--- src/hdl/assert_macros.svh ---
// ----------------------------------------------------------------------------
// assertion macros
// shared concurrent assertion wrappers, empty when synthesising
// ----------------------------------------------------------------------------
`ifndef ASSERT_MACROS_SVH
`define ASSERT_MACROS_SVH

`ifndef SYNTHESIS

// property must hold at every clock edge outside reset
`define ASSERT_PROP(lbl, clk, rst_n, prop) \
	lbl: assert property (@(posedge clk) disable iff (!rst_n) (prop)) \
		else $error("assertion failed");

// expression must never be true outside reset
`define ASSERT_NEVER(lbl, clk, rst_n, expr) \
	lbl: assert property (@(posedge clk) disable iff (!rst_n) !(expr)) \
		else $error("forbidden condition seen");

`else

`define ASSERT_PROP(lbl, clk, rst_n, prop)
`define ASSERT_NEVER(lbl, clk, rst_n, expr)

`endif

`endif

--- src/hdl/fspp_pkg.sv ---
// ----------------------------------------------------------------------------
// fspp_pkg
// frame layout constants and shared types of the sensor packet parser
// ----------------------------------------------------------------------------
package fspp_pkg;

	localparam logic [7:0] HDR0_BYTE  = 8'hAA;
	localparam logic [7:0] HDR1_BYTE  = 8'hC0;
	localparam logic [7:0] TRAIL_BYTE = 8'hAB;

	localparam int POS_W = 4;
	typedef logic [POS_W-1:0] pos_t;

	// frame byte positions
	localparam pos_t POS_HDR0   = 4'd0;
	localparam pos_t POS_HDR1   = 4'd1;
	localparam pos_t POS_VOLT_L = 4'd2;
	localparam pos_t POS_VOLT_H = 4'd3;
	localparam pos_t POS_CURR_L = 4'd4;
	localparam pos_t POS_CURR_H = 4'd5;
	localparam pos_t POS_SPARE0 = 4'd6;
	localparam pos_t POS_SPARE1 = 4'd7;
	localparam pos_t POS_CSUM   = 4'd8;
	localparam pos_t POS_TRAIL  = 4'd9;

	// outcome of the word held in the input register
	typedef struct packed {
		logic        hit;
		logic [15:0] voltage;
		logic [15:0] current;
	} step_res_t;

endpackage

--- src/hdl/fspp_in_reg.sv ---
// ----------------------------------------------------------------------------
// fspp_in_reg
// input register holding one received word until the frame step takes it
// ----------------------------------------------------------------------------
module fspp_in_reg (
	input  logic       clk,
	input  logic       arst_n,
	input  logic       byte_valid,
	output logic       byte_ready,
	input  logic [7:0] rx_byte,
	input  logic       take,
	output logic       valid_s1,
	output logic [7:0] byte_s1
);

	assign byte_ready = !valid_s1 || take;

	always_ff @(posedge clk or negedge arst_n) begin
		if (!arst_n) begin
			valid_s1 <= 1'b0;
		end else if (byte_valid && byte_ready) begin
			valid_s1 <= 1'b1;
		end else if (take) begin
			valid_s1 <= 1'b0;
		end
	end

	always_ff @(posedge clk) begin
		if (byte_valid && byte_ready) begin
			byte_s1 <= rx_byte;
		end
	end

endmodule

--- src/hdl/fspp_frame_step.sv ---
// ----------------------------------------------------------------------------
// fspp_frame_step
// frame position, running checksum and field assembly, one word per take
// ----------------------------------------------------------------------------
`include "assert_macros.svh"

module fspp_frame_step (
	input  logic                 clk,
	input  logic                 arst_n,
	input  logic                 valid_s1,
	input  logic [7:0]           byte_s1,
	input  logic                 take,
	output fspp_pkg::step_res_t  res
);

	fspp_pkg::pos_t position_q;
	logic [7:0]     checksum_q;
	logic [15:0]    voltage_q;
	logic [15:0]    current_q;

	fspp_pkg::pos_t pos_next;
	logic [7:0]     csum_next;
	logic [15:0]    volt_next;
	logic [15:0]    curr_next;
	logic           hit;

	always_comb begin
		pos_next  = position_q + 4'd1;
		csum_next = checksum_q + byte_s1;
		volt_next = voltage_q;
		curr_next = current_q;
		hit       = 1'b0;
		case (position_q)
			fspp_pkg::POS_HDR1: begin
				if (byte_s1 != fspp_pkg::HDR1_BYTE) begin
					pos_next = fspp_pkg::POS_HDR0;
				end
				csum_next = '0;
			end
			fspp_pkg::POS_VOLT_L: begin
				volt_next = {8'h00, byte_s1};
				csum_next = byte_s1;
			end
			fspp_pkg::POS_VOLT_H: begin
				volt_next = {byte_s1, voltage_q[7:0]};
			end
			fspp_pkg::POS_CURR_L: begin
				curr_next = {8'h00, byte_s1};
			end
			fspp_pkg::POS_CURR_H: begin
				curr_next = {byte_s1, current_q[7:0]};
			end
			fspp_pkg::POS_SPARE0, fspp_pkg::POS_SPARE1: begin
			end
			fspp_pkg::POS_CSUM: begin
				csum_next = checksum_q;
				if (byte_s1 != checksum_q) begin
					pos_next  = fspp_pkg::POS_HDR0;
					csum_next = '0;
				end
			end
			fspp_pkg::POS_TRAIL: begin
				pos_next  = fspp_pkg::POS_HDR0;
				csum_next = '0;
				hit       = (byte_s1 == fspp_pkg::TRAIL_BYTE);
			end
			default: begin
				// first header byte; unused positions behave the same
				pos_next  = (byte_s1 == fspp_pkg::HDR0_BYTE) ? fspp_pkg::POS_HDR1
				                                             : fspp_pkg::POS_HDR0;
				csum_next = '0;
			end
		endcase
	end

	assign res.hit     = valid_s1 && hit;
	assign res.voltage = voltage_q;
	assign res.current = current_q;

	always_ff @(posedge clk or negedge arst_n) begin
		if (!arst_n) begin
			position_q <= fspp_pkg::POS_HDR0;
			checksum_q <= '0;
			voltage_q  <= '0;
			current_q  <= '0;
		end else if (take) begin
			position_q <= pos_next;
			checksum_q <= csum_next;
			voltage_q  <= volt_next;
			current_q  <= curr_next;
		end
	end

	`ASSERT_NEVER(a_pos_range, clk, arst_n, position_q > fspp_pkg::POS_TRAIL)
	`ASSERT_PROP(a_hit_at_trailer, clk, arst_n, res.hit |-> position_q == fspp_pkg::POS_TRAIL)
	`ASSERT_PROP(a_restart_after_hit, clk, arst_n, (take && res.hit) |=> position_q == fspp_pkg::POS_HDR0)
	`ASSERT_NEVER(a_take_without_word, clk, arst_n, take && !valid_s1)

endmodule

--- src/hdl/fspp_out_reg.sv ---
// ----------------------------------------------------------------------------
// fspp_out_reg
// result register, holds a decoded frame until the receiver takes it
// ----------------------------------------------------------------------------
module fspp_out_reg (
	input  logic        clk,
	input  logic        arst_n,
	input  logic        load,
	input  logic [15:0] voltage,
	input  logic [15:0] current,
	output logic        free,
	output logic        result_valid,
	input  logic        result_ready,
	output logic [15:0] voltage_tenths,
	output logic [15:0] current_tenths
);

	logic        result_valid_q;
	logic [15:0] voltage_q;
	logic [15:0] current_q;

	assign free           = !result_valid_q || result_ready;
	assign result_valid   = result_valid_q;
	assign voltage_tenths = voltage_q;
	assign current_tenths = current_q;

	always_ff @(posedge clk or negedge arst_n) begin
		if (!arst_n) begin
			result_valid_q <= 1'b0;
		end else if (load) begin
			result_valid_q <= 1'b1;
		end else if (result_ready) begin
			result_valid_q <= 1'b0;
		end
	end

	always_ff @(posedge clk) begin
		if (load) begin
			voltage_q <= voltage;
			current_q <= current;
		end
	end

endmodule

--- src/hdl/framed_sensor_packet_parser.sv ---
// ----------------------------------------------------------------------------
// framed_sensor_packet_parser
// byte stream parser for a 10-word sensor frame with checksum and trailer
// ----------------------------------------------------------------------------
// usage
//   input channel: rx_byte with byte_valid / byte_ready, one serial word each
//   output channel: voltage_tenths, current_tenths with result_valid /
//   result_ready, one result per complete frame (header, checksum, trailer ok)
//   frame: aa c0, voltage lo/hi, current lo/hi, two spare, checksum, ab
//   a mismatching word sends the parser back to the first header position;
//   that word is dropped, the next one is checked as a header
// timing
//   one word per cycle sustained while no trailer is stalled; a word is held in
//   the input register until taken, then folded into the frame state, and a
//   frame result is registered onto result_valid as its trailer is folded in
// reset
//   arst_n clears position, checksum and both handshake valids at once
// stalls
//   a held result blocks only a trailer that would complete another frame;
//   other words keep flowing, and a stalled trailer holds the input register
// ----------------------------------------------------------------------------
module framed_sensor_packet_parser (
	input  logic        clk,
	input  logic        arst_n,
	input  logic        byte_valid,
	output logic        byte_ready,
	input  logic [7:0]  rx_byte,
	output logic        result_valid,
	input  logic        result_ready,
	output logic [15:0] voltage_tenths,
	output logic [15:0] current_tenths
);

	logic                valid_s1;
	logic [7:0]          byte_s1;
	logic                take;
	logic                out_free;
	fspp_pkg::step_res_t res;

	// the held word moves on unless it completes a frame while the result slot is full and not being read
	assign take = valid_s1 && (!res.hit || out_free);

	fspp_in_reg u_in_reg (
		.clk        (clk),
		.arst_n     (arst_n),
		.byte_valid (byte_valid),
		.byte_ready (byte_ready),
		.rx_byte    (rx_byte),
		.take       (take),
		.valid_s1   (valid_s1),
		.byte_s1    (byte_s1)
	);

	fspp_frame_step u_frame_step (
		.clk      (clk),
		.arst_n   (arst_n),
		.valid_s1 (valid_s1),
		.byte_s1  (byte_s1),
		.take     (take),
		.res      (res)
	);

	fspp_out_reg u_out_reg (
		.clk            (clk),
		.arst_n         (arst_n),
		.load           (take && res.hit),
		.voltage        (res.voltage),
		.current        (res.current),
		.free           (out_free),
		.result_valid   (result_valid),
		.result_ready   (result_ready),
		.voltage_tenths (voltage_tenths),
		.current_tenths (current_tenths)
	);

endmodule

--- config.mk ---
export PLATFORM = sky130hd
export DESIGN_NAME = framed_sensor_packet_parser
export DESIGN_NICKNAME = d
export VERILOG_FILES = /design/src/hdl/fspp_pkg.sv /design/src/hdl/fspp_in_reg.sv /design/src/hdl/fspp_frame_step.sv /design/src/hdl/fspp_out_reg.sv /design/src/hdl/framed_sensor_packet_parser.sv
export VERILOG_INCLUDE_DIRS = /design/src /design/src/hdl
export SDC_FILE = /design/constraint.sdc
export NUM_CORES = 1
export LEC_CHECK = 0
export ABC_CLOCK_PERIOD_IN_PS = 11400
export BUFFER_PORTS_ARGS = -buffer_cell sky130_fd_sc_hd__buf_2
export CAP_MARGIN = 25
export CORE_ASPECT_RATIO = 0.75
export CORE_MARGIN = 5
export CORE_UTILIZATION = 40
export DETAILED_ROUTE_END_ITERATION = 7
export GPL_TIMING_DRIVEN = 0
export PLACE_DENSITY = 0.62
export SETUP_SLACK_MARGIN = 0.3
export SLEW_MARGIN = 5
export SYNTH_ARGS = -nofsm -noshare
export SYNTH_HDL_FRONTEND = slang
export SYNTH_SLANG_ARGS = --single-unit
--- constraint.sdc ---
create_clock -name clk -period 11.4 [get_ports clk]
set_clock_uncertainty 0.1 [all_clocks]
set_input_delay 2.28 -clock clk [delete_from_list [all_inputs] [get_ports clk]]
set_output_delay 2.28 -clock clk [all_outputs]
set_load 0.01 [all_outputs]
# == Word-level counts from Yosys, hierarchy flattened ==
# Cells that the tools add are included.
# totals
inputBits,12
output_inout_bits,34
reg_bits,86
# classes
n_addsub,2
reduce_logical,21
eq_ne,14
n_bitwise,2
n_mux,13
# ops
operator,count
$pmux 16 s2,2
$pmux 8 s3,1
$eq 4x3->1 const B,4
$eq 8x8->1 const B,2
$pmux 4 s4,1
$add 8x8->8,1
$eq 4x2->1 const B,2
$eq 4x4->1 const B,2
$mux 4,2
$mux 8,1
$ne 8x8->1,1
$ne 8x8->1 const B,1
$reduce_bool 2->1,4
$mux 1,6
$reduce_and 2->1,3
$reduce_and 3->1,2
$reduce_or 6->1,1
$reduce_or 5->1,1
$add 4x1->4 const B,1
$eq 4x1->1 const B,1
$logic_and 1x1->1,4
$logic_not 1->1,3
$logic_or 1x1->1,3
$ne 2x1->1 const B,1
$not 1->1,2

# == Depth between registers and ports, before layout ==
# logic_depth
ltp_word,9
depth_mapped,10
mapped_depth_nobuf,7

# == Cells and area by module ==
# Synthesis repeated with hierarchy kept, for this count alone.
# unflattened
hier_cells,259
hier_area_um2,3653.5
# modules_own_cells
mod,area_per_inst_um2,cells_each,n_inst
fspp_frame_step,2332.2,209,1
fspp_out_reg,1008.5,35,1
fspp_in_reg,294.0,12,1
framed_sensor_packet_parser,18.8,3,1

# == Worst setup path before layout ==
# No wires, ideal clock.
# synth_path
path_type,input-to-output
from,in result_ready
to,out byte_ready
cell_stages,3
arrival_time_ns,3.337
setup_slack_ns,5.683
cell_sequence,or4bb_1 > or4_1 > buf_2
# synth_between
elab_chain_cells,4
# synth_lines
item,line_no,source
"start, declared",framed_sensor_packet_parser.sv:29,"input logic result_ready,"
$logic_or 1x1->1,fspp_out_reg.sv:22,assign free = !result_valid_q || result_ready;
$logic_or 1x1->1,framed_sensor_packet_parser.sv:41,assign take = valid_s1 && (!res.hit || out_free);
$logic_and 1x1->1,framed_sensor_packet_parser.sv:41,
$logic_or 1x1->1,fspp_in_reg.sv:16,assign byte_ready = !valid_s1 || take;
"end, declared",framed_sensor_packet_parser.sv:26,"output logic byte_ready,"
# Every way passes these cells.

# == Worst setup path in the final report ==
# Ends and elaborated chain as after synthesis.

==> results.py <==
metrics = {
    "sta": {
        "setup_viol": 0,
        "holdWs_ns": 0.345,
        "period_needed_ns": 6.04,
        "slew_headroom_pct": 39.7,
        "slew_violations": 0,
        "max_freq_ghz": 0.166,
        "hold_viol_final": 0,
        "worstMarginPinSlew_ns": 0.902,
        "grt_setup_unrepaired": "no",
        "finalSetupTns_ns": 0,
        "fin_crit_sh_pct": 53.0,
    },
    "finish": {
        "area_growth_pct": 20.2,
        "drive_gt1_share_pct": 29.3,
        "instances_no_fill": 412,
        "nets": 323,
        "final_util_pct": 49.7,
        "antenna_cells": 0,
        "final_area_mm2": 0.00426,
        "layout_common_cells": "buf_2 (46), dfrtp_1 (46), edfxtp_1 (40)",
    },
    "synth": {
        "synth_edf_count": 40,
        "synth_mux_area_share_pct": 5.08,
        "syn-instance-count": 242,
        "ys_types": 50,
        "synth_top_area_share_pct": 33.9,
        "synth.cell_area_mm2": 0.00354,
        "synth_top_family_by_area": "compound AO/OA/AOI/OAI gates",
        "synth_seq_cells": 86,
        "synth_fa_ha_area_share_pct": 4.45,
        "synth-xor-area-share_pct": 1.48,
        "ys.flop_type": "dfrtp_1",
        "yosys-top-cells-area": "edfxtp_1 (34%), dfrtp_1 (32%), mux2_2 (5.1%), ha_1 (3.9%), a22o_1 (3.7%)",
        "syn_avg_cell_area_um2": 14.6,
        "yosys.area_share.simple_pct": 8.33,
        "syn_nets": 266,
        "synth_compound_area_share_pct": 12.2,
        "synth_largest_area_cell": "edfxtp_1",
        "async_reset_ff_share_pct": 53.5,
        "yosys_warnings": 0,
        "seq_area_frac_synth_pct": 66.4,
    },
    "die": {
        "dieArea_mm2": 0.0109,
        "start_util_pct": 41.4,
        "die_w_um": 119,
        "io_pins": 46,
        "core-area_mm2": 0.00856,
        "fp.dieH_um": 91.5,
        "rows": 29,
    },
    "worst_setup_path": {
        "cp-startpoint": "result_ready",
        "r2r-end": "u_out_reg.voltage_tenths[2]$_DFFE_PP_",
        "cp.arrival_ns": 3.66,
        "critPathMaxFanout": 6,
        "critPathTopFamily": "simple AND/OR/NAND/NOR gates",
        "rr_startpoint": "u_in_reg.byte_s1[2]$_DFFE_PP_",
        "crit_type": "in2out",
        "cp.depth": 5,
        "crit_path_cell_trace": "buf_2 > or4bb_1 > or4_1 > buf_2 > buf_2",
        "crit_top_cell": "buf_2",
        "cp_num_buf_inv": 3,
        "rrSetupSlack_ns": 8.13,
        "critPathMaxStageDelay_ns": 0.47,
        "start_kind": "primary input",
        "cp-end-kind": "output pin",
        "endpoint": "byte_ready",
        "critPathSlowestCell": "or4bb_1",
        "ff2ff_path_depth": 4,
        "crit_required_ns": 9.02,
    },
    "grt": {
        "grt_max_degree": 37,
        "first_global_vias": 2271,
        "antenna_found_initial": 0,
        "grt_pass1_wl_um": 12000,
        "grt-ovfl-total": 0,
        "grt_usage_pct": 14.1,
    },
    "clock_tree": {
        "ctsResizeCount": 0,
        "cts_buffers": 9,
        "cts_hold_buf": 0,
        "worstSkewPairLatency_ns": 0.33,
        "post_cts_buffers": 0,
        "cts_tree": "done",
        "cts_buffer_depth": 2,
        "htree_levels": 3,
        "cts_sinks": 86,
        "root_buffer": "clkbuf_16",
        "clkTransAtPathRegs_ns": 0.06,
    },
    "pwr": {
        "powerDensity_mw_per_mm2": 179,
        "leakagePower_nw": 1.83,
        "ir_drop_v": 0.0000891,
    },
    "detailed_routing": {
        "ant_nets": 0,
        "vias_per_cell": 5.26,
        "vias": 2166,
        "drt_pass1_iterations": 4,
        "routed_wl_um": 7260,
        "drt-initial-drc-count": 98,
        "routedWlPerCell_um": 17.6,
        "drc": 0,
    },
    "placed_design": {
        "dp.cells": 396,
        "io_buffers": 45,
        "dpl_cell_area_mm2": 0.00393,
        "place.gp.congestion": 0.845,
        "dp_hpwl_um": 4880,
    },
    "flow_run": {
        "cap_violations": 0,
    },
    "run_status": {
        "outcome": "completed",
    },
    "worst_hold_path": {
        "hold_path.class": "reg2reg",
    },
}
==> worst min-delay path by stage <==
stage                                               start                               endpoint  slack (ns)  depth (start not counted)
floorplan           u_frame_step.current_q[0]$_DFFE_PN0P_  u_out_reg.current_tenths[0]$_DFFE_PP_        0.32                          0
global placement    u_frame_step.voltage_q[1]$_DFFE_PN0P_  u_out_reg.voltage_tenths[1]$_DFFE_PP_        0.33                          0
detailed placement  u_frame_step.current_q[2]$_DFFE_PN0P_  u_out_reg.current_tenths[2]$_DFFE_PP_        0.33                          0
CTS                 u_frame_step.current_q[2]$_DFFE_PN0P_  u_out_reg.current_tenths[2]$_DFFE_PP_        0.35                          0
global route        u_frame_step.voltage_q[3]$_DFFE_PN0P_  u_out_reg.voltage_tenths[3]$_DFFE_PP_        0.35                          0
finish              u_frame_step.voltage_q[7]$_DFFE_PN0P_  u_out_reg.voltage_tenths[7]$_DFFE_PP_        0.35                          0
==> cells in the mapped netlist, drive strengths merged, types with 2 or more instances <==
cell type and count:
xnor2 5, nand3 3, nor2b 2, clkbuf 6
and4 2, and2 3, a31oi 2, ha 11
nor4b 3, nor2 12, a21o 6, a21oi 15
o21ai 5, o211ai 2, mux2 16, nor4 2
dfrtp 46, a221oi 2, a22oi 6, inv 4
and3 4, nand2 4, edfxtp 40, buf 4
o31ai 2, a22o 16
==> registers in the layout, indices dropped and copies added (netlist names) <==
name and flops:
u_out_reg.voltage_tenths 16, u_frame_step.checksum_q 8, u_out_reg.result_valid 1, u_frame_step.current_q 16, u_out_reg.current_tenths 16, u_frame_step.voltage_q 16, u_in_reg.byte_s1 8, u_frame_step.position_q 4
u_in_reg.valid_s1 1
==> power by group <==
group,switching [W],internal (W)
Combinational,0.0000260,0.0000331
Clock,0.000124,0.000195
Sequential,0.0000227,0.000360
Total,0.000173,0.000588
==> kinds of logic (layout without fill, tap and decap cells) <==
family | count (synthesis) | in the layout
mux | 16 | 16
compound gates | 61 | 61
fa+ha+maj | 12 | 12
simple gates | 47 | 47
flops | 86 | 86
xor+xnor | 6 | 6
buf+inv | 14 | 76
==> final cells by class <==
type                       count  area (um2)
timing repair buffer          46         245
multi-input combinational    142        1130
clock inverter                 7         103
tap                          108         135
inverter                       4        15.0
buffer                        10        57.6
fill                         748        4300
clock buffer                   9         225
sequential                    86        2350
==> worst reg2reg max path, delay by kind of cell (launching register included) <==
kind	cells	cell delay [ns]
flops	1	0.56
simple gates	4	2.20
==> per-layer routing <==
metal | track usage, % | routed length, um | up-vias
met1 | 20.5 | 3710 | 1062
met4 | 4.05 | 40 | 0
met2 | 20.9 | 3170 | 48
li1 | - | - | 1052
met5 | 0 | 0 | -
met3 | 3.79 | 336 | 4
==> stage by stage <==
| stage | setup WS [ns] | power, W |
|---|---|---|
| floorplan | 5.68 | 0.000424 |
| global placement | 5.38 | 0.000444 |
| detailed placement | 5.36 | 0.000447 |
| CTS | 5.36 | 0.000768 |
| global route | 5.29 | 0.000790 |
| finish | 5.36 | 0.000761 |
No activity file was read; power rests on OpenSTA's default activity.
